==> config.mk <==
export PLATFORM = sky130hd
export DESIGN_NAME = ttw_queue
export DESIGN_NICKNAME = d
export VERILOG_FILES = /design/src/rtl/assert_macros.svh /design/src/rtl/ttw_pkg.sv /design/src/rtl/ttw_queue.sv
export SDC_FILE = /design/constraint.sdc
export NUM_CORES = 1
export LEC_CHECK = 0
export BUFFER_PORTS_ARGS = -buffer_cell sky130_fd_sc_hd__clkbuf_2
export CAP_MARGIN = 20
export CORE_UTILIZATION = 46
export CTS_BUF_LIST = sky130_fd_sc_hd__clkbuf_16
export CTS_CLUSTER_DIAMETER = 100
export DETAILED_ROUTE_END_ITERATION = 7
export PLACE_DENSITY = 0.86
export REMOVE_ABC_BUFFERS = 1
export SLEW_MARGIN = 20
export SYNTH_ARGS = -nofsm -noshare
export SYNTH_HDL_FRONTEND = slang
export SYNTH_SLANG_ARGS = --single-unit
==> constraint.sdc <==
create_clock -name i_clk -period 2.6 [get_ports i_clk]
set_clock_uncertainty 0.1 [all_clocks]
set_input_delay 0.26 -clock i_clk [delete_from_list [all_inputs] [get_ports i_clk]]
set_output_delay 0.26 -clock i_clk [all_outputs]
set_load 0.03 [all_outputs]
==> src/rtl/assert_macros.svh <==
// Assertion macros shared by the terminal RTL
`ifndef ASSERT_MACROS_SVH
`define ASSERT_MACROS_SVH

// Clocked check, disabled while reset is asserted
`define TTW_ASSERT(lbl, clk, rst_n, prop, msg) \
    lbl: assert property (@(posedge clk) disable iff (!rst_n) prop) \
        else $error(msg);

// Clocked check that also holds during reset
`define TTW_ASSERT_ALWAYS(lbl, clk, prop, msg) \
    lbl: assert property (@(posedge clk) prop) \
        else $error(msg);

`endif

==> src/rtl/ttw_pkg.sv <==
// Shared types and constants for the text terminal writer
`timescale 1ns / 1ps

package ttw_pkg;

    localparam int COLUMNS_DEF = 32;
    localparam int ROWS_DEF    = 16;

    localparam int CMD_COL_W  = 8;
    localparam int CMD_ROW_W  = 7;
    localparam int CMD_ADDR_W = 15;

    localparam logic [7:0] SPACE_CODE   = 8'h20;
    localparam logic [7:0] NEWLINE_CODE = 8'h0A;

    typedef enum logic [1:0] {
        REQ_PUT   = 2'd0,
        REQ_CLEAR = 2'd1,
        REQ_SET   = 2'd2,
        REQ_READ  = 2'd3
    } t_req_code;

    typedef enum logic [2:0] {
        OP_PUT,
        OP_NEWLINE,
        OP_CLEAR,
        OP_SET,
        OP_READ
    } t_op;

    typedef struct packed {
        logic [1:0]         req_type;
        logic [7:0]         char_code;
        logic signed [15:0] col_in;
        logic signed [15:0] row_in;
    } t_req;

    typedef struct packed {
        logic [7:0] read_char;
        logic [7:0] cursor_col;
        logic [6:0] cursor_row;
        logic       scrolled;
    } t_res;

    typedef struct packed {
        t_op                   op;
        logic [7:0]            char_code;
        logic [CMD_COL_W-1:0]  col;
        logic [CMD_ROW_W-1:0]  row;
        logic [CMD_ADDR_W-1:0] addr;
    } t_cmd;

endpackage

==> src/rtl/ttw_queue.sv <==
// Two-entry command queue between front and back end
`timescale 1ns / 1ps

module ttw_queue (
    input  logic          i_clk,
    input  logic          i_rst_n,
    input  logic          i_push,
    input  ttw_pkg::t_cmd i_cmd,
    input  logic          i_pop,
    output logic          o_full,
    output logic          o_valid,
    output ttw_pkg::t_cmd o_cmd
);

    ttw_pkg::t_cmd r_mem [2];
    logic          r_wptr;
    logic          r_rptr;
    logic [1:0]    r_count;

    always_ff @(posedge i_clk) begin
        if (!i_rst_n) begin
            r_wptr  <= 1'b0;
            r_rptr  <= 1'b0;
            r_count <= 2'd0;
        end else begin
            if (i_push) begin
                r_wptr <= !r_wptr;
            end
            if (i_pop) begin
                r_rptr <= !r_rptr;
            end
            if (i_push && !i_pop) begin
                r_count <= r_count + 2'd1;
            end else if (!i_push && i_pop) begin
                r_count <= r_count - 2'd1;
            end
        end
        if (i_push) begin
            r_mem[r_wptr] <= i_cmd;
        end
    end

    assign o_full  = (r_count == 2'd2);
    assign o_valid = (r_count != 2'd0);
    assign o_cmd   = r_mem[r_rptr];

endmodule

* Word-level counts from Yosys, hierarchy flattened
Memory sizes are Yosys's and may differ from the RTL's. A register that Yosys moved wholly into a read port is not among the register bits.
Cells that the tools add are included.
** Word-level totals
- Flip-flop bits (word level) :: 4
- Memory bits (writable) :: 82
- Memories :: 1
** Memory list
- r_mem :: words 2, width 41, read ports 1, clocked after memory_dff 1, wr ports 1, line ttw_queue.sv:15 : ttw_pkg::t_cmd r_mem [2];
** Operators by class
- Add/subtract/negate cells :: 2
- Equality and inequality tests :: 1
- Multiplexer cells :: 6
- Reductions and logical operators :: 8
** Operator list (number)
- $logic_not 1->1 :: 4
- $mux 1 :: 4
- $mux 2 :: 2
- $reduce_bool 2->1 :: 2
- $add 2x1->2 const B :: 1
- $eq 2x2->1 const B :: 1
- $logic_and 1x1->1 :: 2
- $sub 2x1->2 const B :: 1

* Logic depth before layout (Yosys ltp)
- Word-level depth :: 4
- Depth in mapped cells :: 5
- Depth with buffers taken out :: 5

* Least setup slack after synthesis
OpenSTA, ideal clock, no wires.
- Path kind :: register to register
- Start point :: reg r_wptr
- End point :: mem r_mem[0][0] in the netlist's numbering, enable pin
- Library setup time :: 0.445 ns
- Arrival time :: 2.169 ns
- Required time :: 2.055 ns
- Slack :: -0.115 ns
- Stages on the path, launching flop included :: 2
- Cells stage by stage :: dfxtp_1 nor2b_1
** RTL lines
- start, declared :: line ttw_queue.sv:16 : logic r_wptr;
- start signal, assigned :: line ttw_queue.sv:27 : r_wptr <= !r_wptr;
- end, declared :: line ttw_queue.sv:15
Straight into the memory's write port.

==> results.md <==
| Stage | Item | Value |
|---|---|---|
| sta | Setup violations, final | 0 |
| synth | Yosys warning total | 0 |
| power | Worst supply voltage drop on vdd | 0.000478 V |
| place | Placed standard-cell area | 3740 µm² |
| synth | Per-instance average area after synthesis | 21.2 µm² |
| floorplanning | Die Y-Extent | 85.2 µm |
| place | Final RePlAce weighted congestion | 0.678 |
| detailed routing | Detailed Routing Iterations Pass 1 | 4 |
| floorplanning | Area enclosed by the die boundary | 7250 µm² |
| power | Share of total power consumed by net switching | 0.225 |
| critical path | Critical-path maximum fanout | 23 |
| floorplanning | Number of rows created at floorplan | 29 |
| critical path | Category of the critical setup timing path | reg2out |
| layout | Area used by multi-input combinational logic | 588 µm² |
| power | Total Power | 3.51 mW |
| place | Number of instances in the placed design | 313 |
| layout | Final Util | 0.629 |
| critical path | Depth of the worst register-to-register path | 2 |
| critical path | Data required, critical path | 2.24 ns |
| clock network | Count of hold buffers inserted by post-cts repair | 0 |
| clock network | Clock tree from TritonCTS | yes |
| clock network | Number of H-tree levels | 3 |
| detailed routing | Remaining antenna violation count | 0 |
| min path | Type of the worst min-delay path | in2reg |
| sta | Worst hold slack across all endpoints | 0.0184 ns |
| global routing | Number of antenna violations at the first check in global routing | 0 |
| layout | Ratio of cells with drive above 1 in the final layout | 0.595 |
| clock network | Resized cells post-CTS | 0 |
| power | Leakage power | 1.59 nW |
| sta | Tcrit/Tclk final | 0.804 |
| clock network | Clock network latency to the later pin of the worst-skew pair | 0.32 ns |
| min path | Worst hold path startpoint | i_cmd[13] |
| power | Clock power share | 0.411 |
| power | Cell area power density | 859 nW/µm² |
| clock network | Number of clock sinks | 87 |
| sta | Sum of negative setup slack | 0 ns |
| run | Max capacitance violation total | 0 |
| clock network | Post-CTS Setup Inserts | 0 |
| critical path | Delay of the slowest cell on the worst path | 0.62 ns |
| critical path | Kind of end point of the critical path | primary output |
| synth | #FFs+latches synth | 87 |
| critical path | Cell breakdown of the critical path | buf_12, mux2_2, clkbuf_2 |
| critical path | Critical path data arrival time | 1.73 ns |
| floorplanning | Die span in x | 85.2 µm |
| sta | Highest attainable clock frequency | 479 MHz |
| floorplanning | Starting utilization of the core area | 0.490 |
| sta | Count of final max-slew check failures | 0 |
| layout | Antenna Diode Count | 0 |
| clock network | Clk root buf | sky130_fd_sc_hd__clkbuf_16 |
| layout | Post-layout net count | 293 |
| layout | Filler cell count in the final layout | 459 |
| global routing | Total global-route track usage | 0.148 |
| sta | Number of hold violations in the final report | 0 |
| detailed routing | Drc violations | 0 |
| critical path | Startpoint of the worst-slack reg-to-reg timing path | r_wptr$_SDFFE_PN0P_ |
| sta | Worst-Margin Slew | 0.680 ns |
| layout | Area growth syn-to-layout | 28.5% |
| power | Switching component of the power | 790 µW |
| power | Cell-internal power | 2.72 mW |
| global routing | Pin count of the biggest net entering global routing | 25 |
| floorplanning | Floorplan Core Area | 6490 µm² |
| detailed routing | Via/cell ratio | 4.94 |
| global routing | Vias in the first global route | 1,723 |
| critical path | Standard cell with the maximum stage delay on the critical path | sky130_fd_sc_hd__dfxtp_2 |
| run status | Status | finished clean |
| critical path | RR Endpoint | r_mem[1][4]$_DFFE_PP_ |
| critical path | Element type at the critical path start | flop |
| synth | Proportion of synthesized chip area in sequential cells | 0.806 |
| global routing | First-pass GRT wire length | 7780 µm |
| sta | Worst slew margin relative to its limit | 0.546 |
| critical path | Register-to-Register Setup Slack | 0.90 ns |
| sta | RSZ-0062 raised after global routing | false |
| clock network | Clock slew at reported path FFs | 0.06 ns |
| detailed routing | Aggregate routed wire length | 4970 µm |
| detailed routing | Total vias in the final route | 1,626 |
| clock network | Maximum buffer depth of the clock tree | 2 |
| synth | Distinct cell type count after synthesis | 18 |
| layout | Layout Cell Area excl Fill | 4090 µm² |
| sta | Min setup slack post-route | 0.511 ns |
| min path | Destination of the worst hold path | r_mem[1][13]$_DFFE_PP_ |
| clock network | CTS buffer count | 9 |
| place | Count of input and output buffers | 87 |
| min path | Worst Hold Depth | 1 |
| layout | Sequential cell area | 2560 µm² |
| power | Combinational share of power | 0.120 |
| power | Reg power frac | 0.469 |
| global routing | Total grt overflow | 0 |
| synth | Number of standard cells after synthesis | 150 |
| layout | Non-filler instance count after layout | 329 |
| detailed routing | Violation count after the first detailed-routing iteration | 52 |
| detailed routing | Routed length per placed instance | 15.1 µm |
| floorplanning | Boundary Pins | 88 |
| synth | Total standard cell area after synthesis | 3180 µm² |
| sta | Final worst path period need | 2.09 ns |
| place | Setup WS pre-CTS | 0.829 ns |
power by group through the flow:
stage | Sequential (mW) | Combinational (mW) | Clock, mW
CTS | 1.65 | 0.428 | 1.47
global placement | 1.67 | 0.420 | 0
finish | 1.65 | 0.422 | 1.44
detailed placement | 1.68 | 0.426 | 0
floorplan | 1.68 | 0.277 | 0
global route | 1.65 | 0.449 | 1.52
cells in the mapped netlist (all sizes together):
library cell,number,share of area
edfxtp,82,0.77
mux2,41,0.15
buf,5,0.011
dfxtp,5,0.031
and2,4,0.0079
nor2b,2,0.0039
xor2,2,0.0055
a21boi,1,0.0024
and2b,1,0.0028
ha,1,0.0039
inv,1,0.0012
o21a,1,0.0024
o21ai,1,0.0016
or2,1,0.0020
or3,1,0.0020
xnor2,1,0.0028
cell type report:
type	instances	share of cell area
repair buffers	91	0.120
clock inverters	7	0.0294
multi-input cells	57	0.144
inverters	1	0.000918
well taps	77	0.0236
clock buffers	9	0.0551
flip-flops and latches	87	0.627
cells by family (layout without fill, tap and decap cells):
group           count (synthesis)  count (layout)  share of synthesized area
fa+ha+maj                       1               1                    0.00393
mux                            41              41                      0.145
buf+inv                         6             108                     0.0122
xor+xnor                        3               3                    0.00826
compound gates                  3               3                    0.00629
simple gates                    9               9                     0.0185
flops                          87              87                      0.806
how the worst max path moves through the flow:
stage	end	slack, ns	depth (start not counted)
floorplan	r_mem[0][0]$_DFFE_PP_	-0.11	1
global placement	o_cmd[16]	0.82	3
detailed placement	o_cmd[2]	0.83	3
CTS	o_cmd[2]	0.47	3
global route	o_cmd[21]	0.41	3
finish	o_cmd[3]	0.51	3
per-layer routing:
layer | part of all wire | global-route usage | vias to the layer above
met1 | 0.40 | 0.158 | 781
met3 | 0.062 | 0.0545 | 8
li1 | - | - | 776
met5 | 0 | 0 | -
met4 | 0.019 | 0.0693 | 0
met2 | 0.52 | 0.262 | 61
flip-flops by register name, summed over array words and instances (netlist names), named ones only:
name / flops
r_count: 2
r_wptr: 1
r_rptr: 1
r_mem: 82
cells in the final DEF (no fill, tap or decap), types with 2 or more instances in the layout:
cell type	count
sky130_fd_sc_hd__dfxtp_1	4
sky130_fd_sc_hd__mux2_1	3
sky130_fd_sc_hd__buf_4	2
sky130_fd_sc_hd__and2_1	3
sky130_fd_sc_hd__buf_12	2
sky130_fd_sc_hd__clkbuf_2	87
sky130_fd_sc_hd__mux2_2	38
sky130_fd_sc_hd__xor2_1	2
sky130_fd_sc_hd__clkbuf_16	9
sky130_fd_sc_hd__edfxtp_1	82
sky130_fd_sc_hd__bufinv_16	3
worst max-delay path: cells and delay by family, from the launching register on:
family | cells | cell delay, ns
buffers and inverters | 2 | 0.42
muxes | 1 | 0.35
DFF | 1 | 0.62
(Power assumes the default switching activity.)
