File: config.mk
export PLATFORM = sky130hd
export DESIGN_NAME = ttw_front
export DESIGN_NICKNAME = d
export VERILOG_FILES = /design/src/rtl/assert_macros.svh /design/src/rtl/ttw_pkg.sv /design/src/rtl/ttw_front.sv
export SDC_FILE = /design/constraint.sdc
export NUM_CORES = 1
export LEC_CHECK = 0
export ABC_AREA = 0
export BUFFER_PORTS_ARGS = -buffer_cell sky130_fd_sc_hd__buf_2
export CORE_UTILIZATION = 30
export DETAILED_ROUTE_END_ITERATION = 12
export GPL_ROUTABILITY_DRIVEN = 0
export PLACE_DENSITY_LB_ADDON = 0.25
export SLEW_MARGIN = 15
export SYNTH_ARGS = -nofsm -noshare
export SYNTH_HDL_FRONTEND = slang
export SYNTH_SLANG_ARGS = --single-unit
File: constraint.sdc
create_clock -name vclk -period 2.2
set_input_delay 0.55 -clock vclk [all_inputs]
set_output_delay 0.55 -clock vclk [all_outputs]
set_load 0.03 [all_outputs]
File: src/rtl/assert_macros.svh
// Assertion macros shared by the terminal RTL
`ifndef ASSERT_MACROS_SVH
`define ASSERT_MACROS_SVH

// Clocked check, disabled while reset is asserted
`define TTW_ASSERT(lbl, clk, rst_n, prop, msg) \
    lbl: assert property (@(posedge clk) disable iff (!rst_n) prop) \
        else $error(msg);

// Clocked check that also holds during reset
`define TTW_ASSERT_ALWAYS(lbl, clk, prop, msg) \
    lbl: assert property (@(posedge clk) prop) \
        else $error(msg);

`endif

File: src/rtl/ttw_pkg.sv
// Shared types and constants for the text terminal writer
`timescale 1ns / 1ps

package ttw_pkg;

    localparam int COLUMNS_DEF = 32;
    localparam int ROWS_DEF    = 16;

    localparam int CMD_COL_W  = 8;
    localparam int CMD_ROW_W  = 7;
    localparam int CMD_ADDR_W = 15;

    localparam logic [7:0] SPACE_CODE   = 8'h20;
    localparam logic [7:0] NEWLINE_CODE = 8'h0A;

    typedef enum logic [1:0] {
        REQ_PUT   = 2'd0,
        REQ_CLEAR = 2'd1,
        REQ_SET   = 2'd2,
        REQ_READ  = 2'd3
    } t_req_code;

    typedef enum logic [2:0] {
        OP_PUT,
        OP_NEWLINE,
        OP_CLEAR,
        OP_SET,
        OP_READ
    } t_op;

    typedef struct packed {
        logic [1:0]         req_type;
        logic [7:0]         char_code;
        logic signed [15:0] col_in;
        logic signed [15:0] row_in;
    } t_req;

    typedef struct packed {
        logic [7:0] read_char;
        logic [7:0] cursor_col;
        logic [6:0] cursor_row;
        logic       scrolled;
    } t_res;

    typedef struct packed {
        t_op                   op;
        logic [7:0]            char_code;
        logic [CMD_COL_W-1:0]  col;
        logic [CMD_ROW_W-1:0]  row;
        logic [CMD_ADDR_W-1:0] addr;
    } t_cmd;

endpackage

File: src/rtl/ttw_front.sv
// Front end: accept requests, clamp coordinates, classify into commands
`timescale 1ns / 1ps

module ttw_front #(
    parameter int COLUMNS = ttw_pkg::COLUMNS_DEF,
    parameter int ROWS    = ttw_pkg::ROWS_DEF
) (
    input  logic          i_valid,
    input  ttw_pkg::t_req i_req,
    input  logic          i_full,
    input  logic          i_init_busy,
    output logic          o_stall,
    output logic          o_push,
    output ttw_pkg::t_cmd o_cmd
);

    localparam int CW = $clog2(COLUMNS);
    localparam int RW = $clog2(ROWS);
    localparam int AW = $clog2(COLUMNS * ROWS);
    localparam logic signed [15:0] COL_HI = 16'(COLUMNS - 1);
    localparam logic signed [15:0] ROW_HI = 16'(ROWS - 1);

    logic [CW-1:0] w_col;
    logic [RW-1:0] w_row;
    logic [AW-1:0] w_addr;

    always_comb begin
        if (i_req.col_in[15]) begin
            w_col = '0;
        end else if (i_req.col_in > COL_HI) begin
            w_col = CW'(COLUMNS - 1);
        end else begin
            w_col = i_req.col_in[CW-1:0];
        end
        if (i_req.row_in[15]) begin
            w_row = '0;
        end else if (i_req.row_in > ROW_HI) begin
            w_row = RW'(ROWS - 1);
        end else begin
            w_row = i_req.row_in[RW-1:0];
        end
    end

    assign w_addr = AW'(w_row) * AW'(COLUMNS) + AW'(w_col);

    always_comb begin
        o_cmd.char_code = i_req.char_code;
        o_cmd.col       = ttw_pkg::CMD_COL_W'(w_col);
        o_cmd.row       = ttw_pkg::CMD_ROW_W'(w_row);
        o_cmd.addr      = ttw_pkg::CMD_ADDR_W'(w_addr);
        unique case (i_req.req_type)
            ttw_pkg::REQ_PUT: begin
                o_cmd.op = (i_req.char_code == ttw_pkg::NEWLINE_CODE) ?
                           ttw_pkg::OP_NEWLINE : ttw_pkg::OP_PUT;
            end
            ttw_pkg::REQ_CLEAR: o_cmd.op = ttw_pkg::OP_CLEAR;
            ttw_pkg::REQ_SET:   o_cmd.op = ttw_pkg::OP_SET;
            default:            o_cmd.op = ttw_pkg::OP_READ;
        endcase
    end

    assign o_stall = i_full || i_init_busy;
    assign o_push  = i_valid && !o_stall;

endmodule

[Word-level counts from Yosys, hierarchy flattened]
Cells that the tools add are included.
Cells by class
  eq/ne operators: 3
  multipliers: 0
  mux-type cells: 6
  reductions and logical operators: 4
  bitwise operators: 0
  shifts and indexed selects: 0
  div/mod/pow operators: 0
  order comparisons: 2
  $add $sub $neg: 1
Operators by type and width (number)
  $gt 16x5->1 const B: 1
  $gt 16x6->1 const B: 1
  $mux 5: 2
  $add 9x5->9: 1
  $pmux 3 s3: 1
  $eq 8x4->1 const B: 1
  $mux 4: 2
  $eq 2x1->1 const B: 1
  $eq 2x2->1 const B: 1
  $logic_not 2->1: 1
  $logic_and 1x1->1: 1
  $logic_not 1->1: 1
  $logic_or 1x1->1: 1
  $mux 1: 1
Word-level totals
  output and inout bits: 43
  register bits: 0
  memories kept: 0
  bits in latches: 0
  memory bits (read-only): 0
  memory bits (writable): 0
  input port bits: 45
  word-level logic and storage cells: 16

[Logic depth before layout (Yosys ltp)]
Gate-level depths: netlist of the first run.
  word-level depth: 4
  mapped depth: 4
  mapped depth without buffers: 4

[Least setup slack after synthesis of the first run]
Ideal clock, no wire load.
  path kind: in2out
  from: in i_req[24] (netlist name)
  to: out o_cmd[22] (netlist name)
  stages: 3
  data arrival time: 1.696 ns
  data required time: 1.650 ns
  path slack: -0.046 ns
  path buffers: 1
  cell sequence: nor4_2 a41oi_1 buf_4
RTL lines
  from (decl): RTL line ttw_front.sv:9  | input ttw_pkg::t_req i_req,
  to (decl): RTL line ttw_front.sv:14  | output ttw_pkg::t_cmd o_cmd

==> results.json, run 1 <==
{
  "num_vias": 593,
  "crit_buf_inv": 2,
  "use_met2": 0.206,
  "post_cts_buffers": 0,
  "cp-end-kind": "primary output",
  "syn-instance-count": 66,
  "leakage_nw": 0.452,
  "grt_pass1_wl_um": 1590,
  "critPathArrivalTime_ps": 1530,
  "ys_seq_area_frac": 0,
  "antenna_found_initial": 0,
  "use_met3": 0.00435,
  "initial_utilization": 0.321,
  "crit_fanout": 5,
  "io_pins": 88,
  "worstHoldStart": "i_req[35]",
  "routedWlPerCell_um": 7.84,
  "final_common_cell": "buf_2",
  "worstHoldPathType": "in2out",
  "drtIter0Drc": 4,
  "grt_pass1_vias": 430,
  "areaGrowthSynthToFinish_pct": 46.9,
  "fin_crit_sh": 0.947,
  "path_delay_family": "simple AND/OR/NAND/NOR gates",
  "ant_nets": 0,
  "maxCapViolations": 0,
  "wl_um": 1100,
  "peakVddDrop_v": 0.000129,
  "grt_max_degree": 6,
  "rsz0062_at_grt": "no",
  "max_stage_delay_ps": 460,
  "core_area_um2": 1490,
  "dpl.hpwl_um": 1040,
  "yosysWarningCount": 0,
  "portBuffers": 76,
  "cp.required_ps": 1650,
  "nClkBuffers": 0,
  "final_cells": 140,
  "avgSynthCellArea_um2": 7.24,
  "die_w_um": 41.9,
  "layout_common_cells": "buf_2, inv_1, conb_1",
  "n_antenna_cell": 0,
  "die_h_um": 41.9,
  "drv_slew": 0,
  "syn_area_um2": 478,
  "hold_violations": 0,
  "use_met1": 0.132,
  "period_minus_slack_ps": 2080,
  "worst_path_most_repeated_cell": "buf_2",
  "fin_tns_setup_ps": 0,
  "path_cells": "buf_2, nor4_2, a41oi_1, buf_2",
  "seq_cells": 0,
  "cts_resized": 0,
  "layout.nets": 173,
  "seq_area_um2": 0,
  "dp.cells": 140,
  "setup_violations": 0,
  "dr.pass1.iters": 4,
  "setup.worst_path.start_class": "input pin",
  "ys_types": 12,
  "track_usage": 0.105,
  "num_rows": 14,
  "dieArea_um2": 1760,
  "cp_slowest_cell": "nor4_2",
  "fmax_ghz": 0.480,
  "cts_hold_buf": 0,
  "drc_errors": 0,
  "powerDensity_nw_per_um2": 268,
  "fin_util": 0.471,
  "status": "completed",
  "gr-total-overflow": 0,
  "vias_per_cell": 4.24,
  "place_area_um2": 702,
  "top_usage_layer": "met2",
  "cp-startpoint": "i_req[24]",
  "critical_path_class": "in2out",
  "drive_gt1_frac": 0.661,
  "stdcell_area_um2": 702
}
==> cells by family (layout without fill, tap and decap cells) <==
group | Yosys count | after routing | share of synthesized area
buf+inv | 41 | 88 | 0.550
simple gates | 12 | 12 | 0.207
compound gates | 10 | 10 | 0.183
fa+ha+maj | 2 | 2 | 0.0523
other cells | 1 | 12 | 0.00785
==> synth_stat cells <==
master	instances	area (um2)
buf_4	29	218
inv_1	12	45.0
a41oi_1	9	78.8
nor4_2	4	50.1
ha_1	2	25.0
nor2_1	2	7.51
nor2b_1	2	12.5
nor4b_1	2	17.5
a31o_2	1	8.76
conb_1	1	3.75
nor3_1	1	5.00
or2_2	1	6.26
==> through the flow <==
step | power, W | hold slack [ps] | setup WS, ps
after floorplan | 0.000155 | 1220 | -46.4
after global placement | 0.000186 | 1360 | 149
after detailed placement | 0.000188 | 1360 | 121
after CTS | 0.000189 | 1360 | 121
after global routing | 0.000201 | 1370 | 0.151
final | 0.000188 | 1360 | 117
==> path summary, 6_finish.rpt <==
path	cells past startpoint	slack, ps	to
worst max-delay path	4	120	o_cmd[26]
worst min-delay path	2	1360	o_cmd[33]
==> per-layer routing <==
layer	part of all wire	vias to the layer above
met5	0	-
li1	-	303
met3	0.14	0
met2	0.52	47
met4	0	0
met1	0.33	243
==> cell type report <==
| class | count | area (um2) |
|---|---|---|
| Fill cell | 162 | 787 |
| Timing Repair Buffer | 76 | 380 |
| Inverter | 12 | 45.0 |
| Multi-Input combinational cell | 36 | 256 |
| Tap cell | 16 | 20.0 |
==> where the power goes <==
part           internal [W]  total (W)  switching [W]
combinational     0.0000597   0.000188       0.000128
clock                     0          0              0
sequential                0          0              0
(Power assumes the default switching activity.)
==> run 2: changes to the inputs <==
--- a/config.mk
+++ b/config.mk
@@ -5,12 +5,12 @@
 export SDC_FILE = /design/constraint.sdc
 export NUM_CORES = 1
 export LEC_CHECK = 0
-export ABC_AREA = 0
+export ABC_AREA = 1
 export BUFFER_PORTS_ARGS = -buffer_cell sky130_fd_sc_hd__buf_2
-export CORE_UTILIZATION = 30
+export CORE_UTILIZATION = 33
 export DETAILED_ROUTE_END_ITERATION = 12
 export GPL_ROUTABILITY_DRIVEN = 0
-export PLACE_DENSITY_LB_ADDON = 0.25
+export PLACE_DENSITY = 0.9
 export SLEW_MARGIN = 15
 export SYNTH_ARGS = -nofsm -noshare
 export SYNTH_HDL_FRONTEND = slang
==> results.json, run 2 <==
{
  "drv_slew": 0,
  "initial_utilization": 0.368,
  "worstHoldPathType": "in2out",
  "p_switching_w": 0.000132,
  "seq_area_um2": 0,
  "avgSynthCellArea_um2": 5.74,
  "die_h_um": 43.7,
  "die_w_um": 43.7,
  "hold_end": "o_cmd[32]",
  "synth.cells.most_frequent": "buf_4, inv_1, nor2_1",
  "post_cts_buffers": 0,
  "synth.most_common_cell": "buf_4",
  "drtIter0Drc": 16,
  "status": "finished with violations",
  "setup.worst_path.start_class": "input pin",
  "num_rows": 14,
  "grt_pass1_vias": 497,
  "fin_util": 0.512,
  "maxCapViolations": 0,
  "critical_path_class": "in2out",
  "antenna_found_initial": 0,
  "num_vias": 684,
  "hold_depth": 2,
  "path_cells": "buf_2, or2_4, nor2_8, nand3_1, nand2_1, inv_1, buf_2",
  "io_pins": 88,
  "wl_um": 1240,
  "synth.top_cells.by_area": "buf_4, inv_1, nor2_1",
  "yosysWarningCount": 0,
  "critPathArrivalTime_ps": 1390,
  "fmax_ghz": 0.515,
  "max_stage_delay_ps": 260,
  "path_depth": 7,
  "grt_pass1_wl_um": 1840,
  "synth_top_cell_area_share": 0.379,
  "dieArea_um2": 1910,
  "seq_cells": 0,
  "violations": "design-rule violations",
  "ant_nets": 0,
  "peakVddDrop_v": 0.000103,
  "p_clk_frac": 0,
  "gr-total-overflow": 0,
  "syn_area_um2": 574,
  "multi_input_area_um2": 294,
  "fin_tns_setup_ps": 0,
  "vias_per_cell": 3.93,
  "setup_violations": 0,
  "cts_resized": 0,
  "fillers": 184,
  "portBuffers": 76,
  "dr.pass1.iters": 8,
  "dpl.hpwl_um": 1170,
  "track_usage": 0.118,
  "cp_slowest_cell": "or2_4",
  "combPwrFrac": 1.000,
  "swShare": 0.673,
  "ys_seq_area_frac": 0,
  "core_area_um2": 1560,
  "cts_hold_buf": 0,
  "yosysTopAreaCell": "buf_4",
  "hold_violations": 0,
  "nClkBuffers": 0,
  "powerDensity_nw_per_um2": 245,
  "leakage_nw": 0.601,
  "layout_common_cells": "buf_2, inv_1, nor2_1",
  "drc_errors": 8,
  "path_delay_family": "simple AND/OR/NAND/NOR gates",
  "internal_power_w": 0.0000640,
  "syn-instance-count": 100,
  "layout.nets": 207,
  "rsz0062_at_grt": "no",
  "worst_path_most_repeated_cell": "buf_2",
  "seqPwrFrac": 0,
  "period_minus_slack_ps": 1940,
  "n_antenna_cell": 0,
  "ys_types": 20,
  "fin_crit_sh": 0.883,
  "areaGrowthSynthToFinish_pct": 39.0,
  "crit_buf_inv": 3,
  "grt_max_degree": 6,
  "final_common_cell": "buf_2",
  "cp-end-kind": "primary output",
  "drive_gt1_frac": 0.525,
  "crit_fanout": 5,
  "cp.required_ps": 1650,
  "worstHoldStart": "i_req[34]",
  "routedWlPerCell_um": 7.13
}
## run 2: changes by cell type in the layout (fill, tap and decap cells not counted), moves of 2 or more
cell     delta
a41oi_1     -9
inv_1       +9
nand2_1    +12
nand3_1     +9
nor2_1     +11
nor2b_1     -2
nor4_2      -4
nor4b_1     -2
## run 2: power groups by stage
| stage | sequential, W | combinational [W] | clock, W |
|---|---|---|---|
| 5_1_grt | 0 | 0.000211 | 0 |
| 4_1_cts | 0 | 0.000197 | 0 |
| 6_report | 0 | 0.000196 | 0 |
| 2_1_floorplan | 0 | 0.000166 | 0 |
| 3_5_place_dp | 0 | 0.000197 | 0 |
| 3_3_place_gp | 0 | 0.000195 | 0 |
## run 2: kinds of logic after synthesis
kind of cell,after synthesis,synth area share
buf+inv,53,0.560
simple gates,43,0.381
fa+ha+maj,2,0.0436
compound gates,1,0.00871
other cells,1,0.00653
## run 2: how the worst max path moves through the flow
stage                         start        end  slack (ps)
after global placement    i_req[27]   o_cmd[0]         260
after detailed placement  i_req[27]   o_cmd[0]         260
after global routing      i_req[22]  o_cmd[24]         140
final                     i_req[27]   o_cmd[0]         260
after floorplan           i_req[27]  o_cmd[22]         270
after CTS                 i_req[27]   o_cmd[0]         260
## run 2: metal layers
| layer | up-vias | GRT usage | routed length [um] | part of all wire |
|---|---|---|---|---|
| met4 | 0 | 0 | 0 | 0 |
| met5 | - | 0 | 0 | 0 |
| met3 | 0 | 0.00417 | 157 | 0.13 |
| met2 | 46 | 0.257 | 649 | 0.52 |
| met1 | 273 | 0.128 | 434 | 0.35 |
| li1 | 365 | - | - | - |
## run 2: final cells by class
cell class                      instances  area share
Inverter                               24       0.130
Multi-Input combinational cell         58       0.368
Tap cell                               16      0.0251
Timing Repair Buffer                   76       0.476
## run 2: stage by stage
| stage | instance area, um2 | total power [W] | instances | hold slack (ps) | setup WS (ps) |
|---|---|---|---|---|---|
| floorplan | 616 | 0.000166 | 111 | 1230 | 266 |
| global placement | 798 | 0.000195 | 174 | 1360 | 263 |
| detailed placement | 798 | 0.000197 | 174 | 1370 | 258 |
| CTS | 798 | 0.000197 | 174 | 1370 | 257 |
| global route | 798 | 0.000211 | 174 | 1370 | 144 |
| finish | 798 | 0.000196 | 174 | 1360 | 257 |
